`src/rtl/core/ssf_pkg.sv`:
```
// Shared types, constants and codes for the shortest-seek-first request queue.
`default_nettype none

package ssf_pkg;

	// Geometry
	localparam int QUEUE_DEPTH = 32;
	localparam int SECTOR_BITS = 32;
	localparam int IDX_W       = (QUEUE_DEPTH > 1) ? $clog2(QUEUE_DEPTH) : 1;
	localparam int CNT_W       = $clog2(QUEUE_DEPTH + 1);
	localparam int TAG_W       = 8;
	localparam int HOLD_W      = 8;

	// Configuration port
	localparam int ADDR_W    = 3;
	localparam int CFG_IDX_W = ADDR_W - 2;
	localparam logic [CFG_IDX_W-1:0] REG_HOLD = '0;

	typedef enum logic [1:0] {
		CMD_ADD      = 2'd0,
		CMD_DISPATCH = 2'd1,
		CMD_REMOVE   = 2'd2
	} ssf_cmd_t;

	typedef enum logic [2:0] {
		STAT_OK       = 3'd0,
		STAT_EMPTY    = 3'd1,
		STAT_FULL     = 3'd2,
		STAT_HELD     = 3'd3,
		STAT_NOTFOUND = 3'd4
	} ssf_status_t;

	typedef enum logic [1:0] {
		S_IDLE,
		S_SEARCH,
		S_FINISH
	} ssf_state_t;

	// Search token handed from cell to cell
	typedef struct packed {
		logic                   has;
		logic [IDX_W-1:0]       idx;
		logic [SECTOR_BITS-1:0] gap;
		logic [SECTOR_BITS-1:0] sector;
		logic [TAG_W-1:0]       tag;
	} ssf_wave_t;

	// Control broadcast from the sequencer to every cell
	typedef struct packed {
		logic                   load;
		logic [IDX_W-1:0]       load_idx;
		logic                   shift;
		logic [IDX_W-1:0]       pos;
		logic                   mode_tag;
		logic [TAG_W-1:0]       req_tag;
		logic [SECTOR_BITS-1:0] last_sector;
		logic [SECTOR_BITS-1:0] new_sector;
		logic [TAG_W-1:0]       new_tag;
	} ssf_ctrl_t;

endpackage

`default_nettype wire

```
`src/rtl/core/ssf_cfg.sv`:
```
// Configuration register block on the APB-style port.
`default_nettype none

module ssf_cfg import ssf_pkg::*; (
	input  wire logic              clk,
	input  wire logic              arst_n,
	input  wire logic              psel,
	input  wire logic              penable,
	input  wire logic              pwrite,
	input  wire logic [ADDR_W-1:0] paddr,
	input  wire logic [31:0]       pwdata,
	output      logic [31:0]       prdata,
	output      logic              pready,
	output      logic [HOLD_W-1:0] hold_add_count
);

	logic [HOLD_W-1:0]    hold_q;
	logic [CFG_IDX_W-1:0] reg_idx;

	assign pready  = 1'b1;
	assign reg_idx = paddr[ADDR_W-1:2];

	always_ff @(posedge clk or negedge arst_n) begin
		if (!arst_n) begin
			hold_q <= '0;
		end else if (psel && penable && pwrite && pready && (reg_idx == REG_HOLD)) begin
			hold_q <= pwdata[HOLD_W-1:0];
		end
	end

	// Read back
	always_comb begin
		if (reg_idx == REG_HOLD) begin
			prdata = 32'(hold_q);
		end else begin
			prdata = '0;
		end
	end

	assign hold_add_count = hold_q;

endmodule

`default_nettype wire

```
`config.mk`:
```
export PLATFORM = sky130hd
export DESIGN_NAME = ssf_cfg
export DESIGN_NICKNAME = d
export VERILOG_FILES = /design/src/rtl/core/ssf_pkg.sv /design/src/rtl/core/ssf_cfg.sv
export SDC_FILE = /design/constraint.sdc
export NUM_CORES = 1
export LEC_CHECK = 0
export BUFFER_PORTS_ARGS = -buffer_cell sky130_fd_sc_hd__clkbuf_2
export CORE_AREA = 5 5 46 67
export CTS_CLUSTER_DIAMETER = 30
export DETAILED_ROUTE_END_ITERATION = 16
export DIE_AREA = 0 0 51 72
export PLACE_DENSITY_LB_ADDON = 0.08
export SYNTH_ARGS = -nofsm -noshare
export SYNTH_HDL_FRONTEND = slang
export SYNTH_SLANG_ARGS = --single-unit
```
`constraint.sdc`:
```
create_clock -name clk -period 0.8 [get_ports clk]
set_clock_uncertainty 0.05 [all_clocks]
set_input_delay 0.12 -clock clk [delete_from_list [all_inputs] [get_ports clk]]
set_output_delay 0.12 -clock clk [all_outputs]
set_load 0.02 [all_outputs]
```
# After elaboration in Yosys (flattened, before gate mapping)
# Cells that the tools add are included.
dict set report totals {
  reg_bits 8
  input_bits 40
  output_inout_bits 41
  word_cells 6
}
dict set report op_classes {
  mux 1
  bitwise 1
  n_reduce_logical 3
}
# operator n
set op_table {}
lappend op_table {{$mux W8} 1}
lappend op_table {{$logic_and A1 B1 Y1} 3}
lappend op_table {{$not A1 Y1} 1}

# Depth between registers and ports, before layout
dict set report depth {
  ltp_word 3
  mapped_depth 2
  depth_no_buf 2
}

# Worst setup path after synthesis
# No wires, ideal clock.
dict set report synth_timing {
  path_kind {reg-to-reg}
  startpoint {register hold_add_count[0] (netlist name)}
  endpoint {register hold_q[0], in the netlist hold_add_count[0]}
  setup_time_ns 0.125
  arrival_ns 0.712
  required_ns 0.625
  setup_slack_ns -0.086
  path_stages_with_launch 2
  n_path_buf 0
  synth_period_minus_slack_ns 0.886
  cell_sequence {dfrtp_1 mux2_2}
}
# element line_no
set synth_lines {}
lappend synth_lines {{end signal: assignment} ssf_cfg.sv:27} ;# hold_q <= pwdata[HOLD_W-1:0];
lappend synth_lines {{end: declaration} ssf_cfg.sv:17} ;# logic [HOLD_W-1:0] hold_q;

# Final worst setup path
dict set report layout_timing {
  startpoint {register hold_q[7], in the netlist hold_add_count[7]}
  endpoint {output prdata[7]}
}
dict set report layout_between {
  elab_chain_len 1
}
# element line_no
set layout_lines {}
lappend layout_lines {{$mux W8} ssf_cfg.sv:33} ;# if (reg_idx == REG_HOLD) begin
lappend layout_lines {{end: declaration} ssf_cfg.sv:12} ;# output logic [31:0] prdata,
# Every way passes these cells.

==> results.yml <==
setup_path:
  worstPathMaxFanout: 2
  crit_end: "prdata[7]"
  reg2reg_slack_ps: -140
  r2r_cells: 2
  cp_data_arrival_time_ps: 990
  critPathCaptureType: "output pin"
  r2r_end: "hold_add_count[2]$_DFFE_PN0P_"
  cp-startpoint: "hold_add_count[7]$_DFFE_PN0P_"
  critPathLaunchType: "register"
  worstSetupPathType: "reg2out"
  r2r_start: "hold_add_count[2]$_DFFE_PN0P_"
  crit_required_ps: 630
timing:
  period_share: 1.45
  max_freq_mhz: 865
  rsz0062_at_grt: "true"
  finalMaxSlewViolations: 0
  fin_crit_ps: 1160
  fin_ws_ps: -357
  final-hold-violation-count: 0
  setup_viol: 24
clock_network:
  cts_max_level: 1
  cts_sinks: 8
  clk_pin_slew_ps: 50
  clock_path_buffers: 2
  cts_tree: "yes"
  root_buffer: "clkbuf_4"
  clk_latency_ps: 250
  cts_buffers: 3
synth:
  synthCells: 52
  synth_largest_area_cell: "dfrtp_1"
  async_flop_share: 1.00
  synth_seq_cells: 8
  syn_avg_cell_area_um2: 11.1
  yosys.area.top_type_share: 0.346
  ys_seq_area_frac: 0.346
  ys_warn_count: 0
  synth_flop_cell: "dfrtp_1"
  synth_edf_count: 0
  synth.most_common_cell: "buf_4"
  synthesis.area_um2: 579
  synthTopCellsByCount: "25 x buf_4, 8 x and2b_2, 8 x dfrtp_1, 8 x mux2_2, 2 x conb_1"
  ys_types: 6
  synthTopCellsByArea: "dfrtp_1 35%, buf_4 32%, mux2_2 16%"
global_route:
  track_usage: 0.0758
  grt_pass1_vias: 433
  grt_overflow_total: 0
  grt_max_degree: 9
  antenna_found_initial: 0
  grt_pass1_wl_um: 2090
placed_design:
  routabilityCongestion: 0.636
  portBuffers: 29
  dpl_cell_area_um2: 678
  place_inst: 105
  hpwl_um: 1040
run_status:
  outcome: "finished with violations"
  violations: "negative setup slack"
routing:
  drtPass1Iterations: 1
  drt_iter0_drc: 0
  drc: 0
  vias: 437
  ant_nets: 0
  drt_wl_total_um: 1420
  wire_per_inst_um: 12.2
  avgViaCountPerCell: 3.77
final_layout:
  nets: 134
  diodes: 0
  drive_gt1_frac: 0.717
  largest_register_ffs: 8
  fin_area_um2: 965
  post-route-util: 0.394
  stdcell_count: 116
  syn2layout_area_growth_pct: 66.5
power:
  cellLeakagePower_nw: 0.537
  power.total_mw: 2.07
  ir_drop_mv: 1.24
  power_density_nw_per_um2: 2150
floorplan:
  fp.coreArea_um2: 2450
  initial_core_util: 0.236
  floorplan.rows: 22
  ios: 81
  die_y_um: 72
  dieArea_um2: 3670
  die_w_um: 51
run:
  maxCapViolCount: 0
worst_hold_path:
  hp-class: "in2reg"
[cells by family after synthesis]
logic type | count (synthesis) | synth area share
buf+inv | 25 | 0.324
flops | 8 | 0.346
mux | 8 | 0.156
other cells | 2 | 0.0130
simple gates | 9 | 0.162
[metrics by stage]
step                TNS, ps  setup slack (ps)  hold WS [ps]
floorplan              -976             -70.4          -226
global placement      -2170              -158         -67.0
detailed placement    -2360              -178         -67.4
CTS                   -6020              -382          44.1
global route          -6570              -401          38.4
finish                -5760              -357          52.8
[report_power, final]
part	leakage, nW	switching [mW]	total, mW	internal (mW)
Clock	0.0138	0.132	0.303	0.171
Sequential	0.0873	0.0629	0.574	0.511
Combinational	0.436	0.507	1.19	0.688
[cell type report]
class                           instances  area [µm²]
Fill cell                             265        1490
Timing Repair Buffer                   39         394
Multi-Input combinational cell         42         308
Sequential cell                         8         210
Tap cell                               24        30.0
Clock buffer                            3        22.5
[routing by layer]
layer / share of wire / up-vias / GRT usage / wire length, µm
met4: 0 / 0 / 0.0359 / 0
met3: 0.094 / 0 / 0.0226 / 133
met5: 0 / - / 0 / 0
met1: 0.35 / 208 / 0.0860 / 490
met2: 0.56 / 30 / 0.128 / 791
li1: - / 199 / - / -
[layout by cell type, fill, tap and decap left out, drive strengths merged]
| cell | instances |
|---|---|
| and2b | 8 |
| buf | 25 |
| clkbuf | 16 |
| conb | 25 |
| dfrtp | 8 |
| dlygate4sd3 | 1 |
| mux2 | 8 |
| nand4b | 1 |
[worst max-delay path, cell delays in order, from the launching register on]
cell and delay (ps):
dfrtp_2 410, and2b_2 210, buf_8 130
[worst min-delay path by stage]
stage	start	end	slack, ps	depth (start not counted)
6_report	pwdata[7]	hold_add_count[7]$_DFFE_PN0P_	50	2
5_1_grt	pwdata[6]	hold_add_count[6]$_DFFE_PN0P_	40	2
4_1_cts	pwdata[5]	hold_add_count[5]$_DFFE_PN0P_	40	2
3_5_place_dp	arst_n	hold_add_count[4]$_DFFE_PN0P_	-70	1
3_3_place_gp	arst_n	hold_add_count[4]$_DFFE_PN0P_	-70	1
2_1_floorplan	arst_n	hold_add_count[0]$_DFFE_PN0P_	-230	0
[repair_timing]
action,4_1_cts,5_1_grt
endpoints found under the hold margin,8,0
gates cloned,0,0
buffers inserted,6,1
endpoints found under the setup margin,24,24
hold buffers,1,0
resized for setup,39,23
No activity file was read; power rests on OpenSTA's default activity.
