### config.mk
export PLATFORM = sky130hd
export DESIGN_NAME = ssf_cell
export DESIGN_NICKNAME = d
export VERILOG_FILES = /design/src/rtl/core/ssf_pkg.sv /design/src/rtl/core/ssf_cell.sv
export SDC_FILE = /design/constraint.sdc
export NUM_CORES = 1
export LEC_CHECK = 0
export BUFFER_PORTS_ARGS = -buffer_cell sky130_fd_sc_hd__buf_2
export CAP_MARGIN = 30
export CORE_MARGIN = 2
export CORE_UTILIZATION = 40
export CTS_CLUSTER_DIAMETER = 100
export DETAILED_ROUTE_END_ITERATION = 10
export PLACE_DENSITY_LB_ADDON = 0.25
export SKIP_CTS_REPAIR_TIMING = 1
export SLEW_MARGIN = 20
export SYNTH_ARGS = -nofsm -noshare
export SYNTH_HDL_FRONTEND = slang
export SYNTH_SLANG_ARGS = --single-unit
### constraint.sdc
create_clock -name clk -period 13.7 [get_ports clk]
set_input_delay 2.055 -clock clk [delete_from_list [all_inputs] [get_ports clk]]
set_output_delay 2.055 -clock clk [all_outputs]
set_load 0.05 [all_outputs]
### src/rtl/core/ssf_pkg.sv
// Shared types, constants and codes for the shortest-seek-first request queue.
`default_nettype none

package ssf_pkg;

	// Geometry
	localparam int QUEUE_DEPTH = 32;
	localparam int SECTOR_BITS = 32;
	localparam int IDX_W       = (QUEUE_DEPTH > 1) ? $clog2(QUEUE_DEPTH) : 1;
	localparam int CNT_W       = $clog2(QUEUE_DEPTH + 1);
	localparam int TAG_W       = 8;
	localparam int HOLD_W      = 8;

	// Configuration port
	localparam int ADDR_W    = 3;
	localparam int CFG_IDX_W = ADDR_W - 2;
	localparam logic [CFG_IDX_W-1:0] REG_HOLD = '0;

	typedef enum logic [1:0] {
		CMD_ADD      = 2'd0,
		CMD_DISPATCH = 2'd1,
		CMD_REMOVE   = 2'd2
	} ssf_cmd_t;

	typedef enum logic [2:0] {
		STAT_OK       = 3'd0,
		STAT_EMPTY    = 3'd1,
		STAT_FULL     = 3'd2,
		STAT_HELD     = 3'd3,
		STAT_NOTFOUND = 3'd4
	} ssf_status_t;

	typedef enum logic [1:0] {
		S_IDLE,
		S_SEARCH,
		S_FINISH
	} ssf_state_t;

	// Search token handed from cell to cell
	typedef struct packed {
		logic                   has;
		logic [IDX_W-1:0]       idx;
		logic [SECTOR_BITS-1:0] gap;
		logic [SECTOR_BITS-1:0] sector;
		logic [TAG_W-1:0]       tag;
	} ssf_wave_t;

	// Control broadcast from the sequencer to every cell
	typedef struct packed {
		logic                   load;
		logic [IDX_W-1:0]       load_idx;
		logic                   shift;
		logic [IDX_W-1:0]       pos;
		logic                   mode_tag;
		logic [TAG_W-1:0]       req_tag;
		logic [SECTOR_BITS-1:0] last_sector;
		logic [SECTOR_BITS-1:0] new_sector;
		logic [TAG_W-1:0]       new_tag;
	} ssf_ctrl_t;

endpackage

`default_nettype wire

### src/rtl/core/ssf_cell.sv
// One queue slot: holds a request and passes the search token on to the next slot.
`default_nettype none

module ssf_cell import ssf_pkg::*; (
	input  wire logic                   clk,
	input  wire logic                   arst_n,
	input  wire logic [IDX_W-1:0]       cell_idx,
	input  wire ssf_ctrl_t              ctrl,
	input  wire ssf_wave_t              wave_in,
	input  wire logic                   nxt_valid,
	input  wire logic [SECTOR_BITS-1:0] nxt_sector,
	input  wire logic [TAG_W-1:0]       nxt_tag,
	output      logic                   valid,
	output      logic [SECTOR_BITS-1:0] sector,
	output      logic [TAG_W-1:0]       tag,
	output      ssf_wave_t              wave_out
);

	logic                   valid_q;
	logic [SECTOR_BITS-1:0] sector_q;
	logic [TAG_W-1:0]       tag_q;
	ssf_wave_t              wave_q;

	logic                   do_load;
	logic                   do_shift;
	logic [SECTOR_BITS-1:0] gap;
	logic                   take;

	assign do_load  = ctrl.load && (cell_idx == ctrl.load_idx);
	assign do_shift = ctrl.shift && (cell_idx >= ctrl.pos);

	// Occupancy
	always_ff @(posedge clk or negedge arst_n) begin
		if (!arst_n) begin
			valid_q <= 1'b0;
		end else if (do_load) begin
			valid_q <= 1'b1;
		end else if (do_shift) begin
			valid_q <= nxt_valid;
		end
	end

	// Payload: written on add, pulled from the neighbour on removal
	always_ff @(posedge clk) begin
		if (do_load) begin
			sector_q <= ctrl.new_sector;
			tag_q    <= ctrl.new_tag;
		end else if (do_shift) begin
			sector_q <= nxt_sector;
			tag_q    <= nxt_tag;
		end
	end

	// Seek distance from the last dispatched sector
	assign gap = (ctrl.last_sector >= sector_q) ? (ctrl.last_sector - sector_q)
	                                            : (sector_q - ctrl.last_sector);

	// Take the token on a strictly closer sector, or on the first tag match
	always_comb begin
		if (ctrl.mode_tag) begin
			take = valid_q && !wave_in.has && (tag_q == ctrl.req_tag);
		end else begin
			take = valid_q && (!wave_in.has || (gap < wave_in.gap));
		end
	end

	always_ff @(posedge clk or negedge arst_n) begin
		if (!arst_n) begin
			wave_q <= '0;
		end else if (take) begin
			wave_q.has    <= 1'b1;
			wave_q.idx    <= cell_idx;
			wave_q.gap    <= gap;
			wave_q.sector <= sector_q;
			wave_q.tag    <= tag_q;
		end else begin
			wave_q <= wave_in;
		end
	end

	assign valid    = valid_q;
	assign sector   = sector_q;
	assign tag      = tag_q;
	assign wave_out = wave_q;

endmodule

`default_nettype wire

# Yosys cells after proc, flatten, opt, wreduce, memory -nomap -nowiden
# Cells that the tools add are included.
[word_totals]
ff_bits = 119
in_bits = 219
output_inout_bits = 119
word_cells = 32
[classes]
add_sub_neg = 2
order_cmp = 3
n_eq_ne = 2
mux = 9
n_reduce_logical = 8
[op_table]
columns = ["cell", "n"]
rows = [
  ["2-to-1 mux 32 bit", 3],
  ["2-to-1 mux 78 bit", 1],
  ["subtractor 32 bit", 2],
  ["greater-or-equal comparator 32 bit", 1],
  ["< comparator 32 bit", 1],
  ["2-to-1 mux 8 bit", 2],
  ["equality test 8 bit", 1],
  ["equality test 5 bit", 1],
  ["greater-or-equal comparator 5 bit", 1],
  ["logical AND 1 bit", 5],
  ["2-to-1 mux 1 bit", 3],
  ["nonzero test 2 bit", 1],
  ["zero test 1 bit", 1],
  ["logical OR 1 bit", 1],
]

# Logic depth before layout (Yosys ltp)
[logic_depth]
word_depth = 7
depth_mapped = 24
ltp_nobuf = 21

# Least setup slack after synthesis
# No wires, ideal clock.
[synth_path]
kind = "in2reg"
from = "input port ctrl[46] (netlist bit)"
to = "register wave_q (netlist bit wave_out[24])"
setup_time_ns = 0.125
arrival_ns = 6.495
required_ns = 13.575
setup_slack_ns = 7.080
path_stages = 22
n_path_buf = 4
cell_sequence = "inv_1 > ha_1 > buf_6 > nand2_4 > or3_1 > o211a_4 > a2111oi_4 > nor2_4 > buf_6 > o2111a_1 > or2_1 > xnor2_1 > ha_1 > a21o_1 > nand3_1 > a21oi_1 > a311oi_1 > nand3_1 > o21ai_0 > clkbuf_1 > buf_2 > mux2_2"
[synth_between]
elab_chain_cells = 7
elab_cells_between_ends = 9
cone_classes = "2 x add/sub; 2 x order compare; 3 x mux; 2 x reduce/logical"
[synth_rtl]
columns = ["element", "line_no", "source"]
rows = [
  ["start, declared", "ssf_cell.sv:8", "input wire ssf_ctrl_t ctrl,"],
  ["subtractor 32 bit, or another cell as far along", "ssf_cell.sv:56", ": (sector_q - ctrl.last_sector);"],
  ["2-to-1 mux 32 bit (*)", "ssf_cell.sv:55", "assign gap = (ctrl.last_sector >= sector_q) ? (ctrl.last_sector - sector_q)"],
  ["< comparator 32 bit (*)", "ssf_cell.sv:63", "take = valid_q && (!wave_in.has || (gap < wave_in.gap));"],
  ["logical OR 1 bit (*)", "ssf_cell.sv:63", ""],
  ["logical AND 1 bit (*)", "ssf_cell.sv:63", ""],
  ["2-to-1 mux 1 bit (*)", "ssf_cell.sv:60", "if (ctrl.mode_tag) begin"],
  ["2-to-1 mux 78 bit (*)", "ssf_cell.sv:70", "end else if (take) begin"],
  ["end signal, assigned", "ssf_cell.sv:77", "wave_q <= wave_in;"],
  ["end, declared", "ssf_cell.sv:22", "ssf_wave_t wave_q;"],
]
# Every way passes the cells marked *; elsewhere a longest branch is shown, timed or not.
# A chain may end at the register's enable or synchronous reset.

# Worst setup path in the final report
[layout_path]
from = "input port ctrl[63] (netlist bit)"
to = "register wave_q (netlist bit wave_out[41])"
[layout_between]
elab_chain_cells = 7
elab_cells_between_ends = 9
cone_classes = "2 x add/sub; 2 x order compare; 3 x mux; 2 x reduce/logical"
[layout_rtl]
columns = ["element", "line_no"]
rows = [
  ["subtractor 32 bit, or another cell as far along", "ssf_cell.sv:56"],
  ["2-to-1 mux 32 bit (*)", "ssf_cell.sv:55"],
  ["< comparator 32 bit", "ssf_cell.sv:63"],
  ["logical OR 1 bit", "ssf_cell.sv:63"],
  ["logical AND 1 bit", "ssf_cell.sv:63"],
  ["2-to-1 mux 1 bit", "ssf_cell.sv:60"],
  ["2-to-1 mux 78 bit (*)", "ssf_cell.sv:70"],
]
# Marked as above.

==> reports/metrics.cfg <==
[finish]
area_delta_synth_final_pct=26.5
final_nets=1604
fin_area_mm2=0.0120
fin_util=0.513
layout-drive-gt1-share=0.398

[global_route]
grt_pass1_vias=8245
grt_pass1_wl_mm=43.6
overflow=0
antenna_found_initial=0
grt_max_degree=62
track_usage=0.226

[timing]
tightest_slew_ns=0.839
max_slew_margin=0.440
finalSetupTns_ns=0
finClkSkew_ns=0.00812
rsz0062_at_grt=false
period_share=0.564
slew_violations=0
hold_viol=0
hold-worst-slack_ns=0.559
period_needed_ns=7.72
setup_violations=0
fmax_ghz=0.129

[yosys]
synthAdderAreaFrac=0.135
ys_seq_elements=119
netlist_area_mm2=0.00946
synth-compound-area-share=0.184
syn_inst=968
synthTopCellsByCount=inv_1 (116), mux2_2 (114), ha_1 (99)
synthTopCellsByArea=dfrtp_1 (21%), mux2_2 (14%), ha_1 (13%), edfxtp_1 (13%), a21oi_1 (4.9%)
seq_area_frac_synth=0.336
synth_most_common_cell=inv_1
synth_edf_count=40
synthSimpleGateAreaFrac=0.0868
synth_top_area_share=0.209
synthesis.nets=1288
synth.largest_area_cell=dfrtp_1
async_flop_share=0.664
synth.mux.area_fraction=0.147
avgSynthCellArea_um2=9.77
yosys_warnings=0
synth_ff_type=dfrtp_1
synth.distinct_cells=75
synth_top_family_by_area=compound AO/OA/AOI/OAI gates
synthXorXnorAreaFrac=0.0389

[cts]
clk_pin_slew_ns=0.06
cts_made_buffers=17
clkLatencyLatePin_ns=0.42
cts_tree=done
clockBufferDepth=2
htree_levels=4
cts_sinks=119
cts_root_buf=clkbuf_16

[run]
cap_violations=0

[place]
place_area_mm2=0.0114
dp_hpwl_mm=22.9
io_buffers=337
place_congestion=0.907

[worst_hold_path]
hp-start=tag[6]
hold_class=reg2reg

[detailed_routing]
dr.pass1.iters=4
maxUsedRoutingLayer=met4
wl_met3_mm=1.79
wire_per_inst_um=17.7
route.vias.total=8397
drt-total-wl_mm=28.6
avgViaCountPerCell=5.19
drc=0
ant_nets=0
drt_iter0_markers=487
wl_met2_mm=14.0
met1_length_mm=12.2

[power]
fin_total_pwr_mw=1.92
ir_worst_vdd_uv=91.1
p_leak_nw=5.82
power.density_mw_per_mm2=160

[critical_path]
cp-start-kind=primary input
end_kind=register
r2r_start=sector[23]
crit_arrival_ns=8.03
critical_path_peak_fanout=55
crit_start=ctrl[63]
crit_type=in2reg
crit_required_ns=14.01

[floorplan]
die_h_um=158
initial_core_util=0.405
rows=56
dieArea_mm2=0.0249
coreArea_mm2=0.0233
pin_count=338
die_w_um=158

[status]
status=finished, final reports clean

[final timing paths]
path                       depth (start not counted)  slack [ns]      endpoint
min reg2reg                                        1        0.56   wave_out[6]
min                                                1        0.56   wave_out[6]
min in group asynchronous                          1        1.50  wave_out[17]
max                                               20        5.98  wave_out[41]
max reg2reg                                       18        7.25  wave_out[41]
max in group asynchronous                          2       11.08  wave_out[36]
[layer usage]
metal	global-route usage	vias up
li1	-	4103
met1	0.287	3953
met2	0.384	296
met3	0.0542	45
met4	0.0632	0
met5	0	-
[power by group]
part	switching (mW)	internal (mW)	leakage (nW)
registers	0.0329	0.454	1.29
clock network	0.181	0.249	0.261
logic	0.675	0.327	4.27
total	0.889	1.03	5.82
[layout make-up]
| class | instances | area (µm²) |
|---|---|---|
| clock inverters | 15 | 126 |
| inverters | 116 | 435 |
| well taps | 319 | 399 |
| clock buffers | 17 | 425 |
| repair buffers | 343 | 1780 |
| diodes | 1 | 2.50 |
| fillers | 2289 | 11400 |
| flip-flops and latches | 119 | 3180 |
| multi-input cells | 687 | 5620 |
[worst max-delay path, cell delays in order]
cell and delay (ns):
buf_2 0.09, inv_1 0.04, ha_1 0.53, nand4_1 0.30, or3_1 0.54, a2bb2oi_1 0.20, a21oi_2 0.66, nor2_4 0.29
o2111a_1 0.25, or2_1 0.27, xnor2_1 0.21, ha_1 0.28, a21o_1 0.18, nand3_1 0.07, a21oi_1 0.06, a311oi_1 0.33
nand3_1 0.19, o21ai_4 0.38, buf_4 0.65, mux2_2 0.41
[per-stage QoR]
| stage | cells | setup slack, ns |
|---|---|---|
| finish | 1617 | 5.98 |
| global route | 1616 | 5.45 |
| CTS | 1614 | 5.42 |
| detailed placement | 1582 | 4.97 |
| global placement | 1580 | 5.14 |
| floorplan | 968 | 7.08 |
[placed cells by master (no fill, tap or decap), drive strengths merged, types with 5 or more instances in the layout]
| cell | synthesis | routed |
|---|---|---|
| o32ai | 5 | 5 |
| a21oi | 95 | 95 |
| nand4 | 21 | 21 |
| nand3 | 7 | 7 |
| or2 | 5 | 5 |
| a2111oi | 6 | 6 |
| o21bai | 15 | 15 |
| o211ai | 9 | 9 |
| o21a | 10 | 10 |
| ha | 99 | 99 |
| a221oi | 5 | 5 |
| clkbuf | 24 | 17 |
| inv | 116 | 120 |
| nor2b | 5 | 5 |
| clkinv | 0 | 6 |
| mux2i | 9 | 9 |
| xor2 | 15 | 15 |
| a21o | 23 | 23 |
| xnor2 | 27 | 27 |
| mux2 | 115 | 115 |
| o21ai | 51 | 51 |
| nand2 | 52 | 52 |
| nor2 | 30 | 30 |
| nor4 | 7 | 7 |
| buf | 22 | 343 |
| nor3 | 8 | 8 |
| edfxtp | 40 | 40 |
| and3 | 6 | 6 |
| dfrtp | 79 | 79 |
| or3 | 6 | 6 |
| nand2b | 5 | 5 |
[kinds of logic (layout without fill, tap and decap cells)]
| family | count (synthesis) | count (layout) |
|---|---|---|
| xor gates and xnor gates | 42 | 42 |
| DFF | 119 | 119 |
| adders and majority gates | 101 | 101 |
| buffers and inverters | 162 | 491 |
| AOI/OAI and AO/OA | 262 | 262 |
| muxes | 124 | 124 |
| and+or+nand+nor | 158 | 158 |
| other | 0 | 1 |
[state kept, by name, summed over array words and instances, names as in the netlist]
| register | cells |
|---|---|
| valid | 1 |
| sector | 32 |
| tag | 8 |
| wave_out | 78 |
No activity file was read; power rests on OpenSTA's default activity.
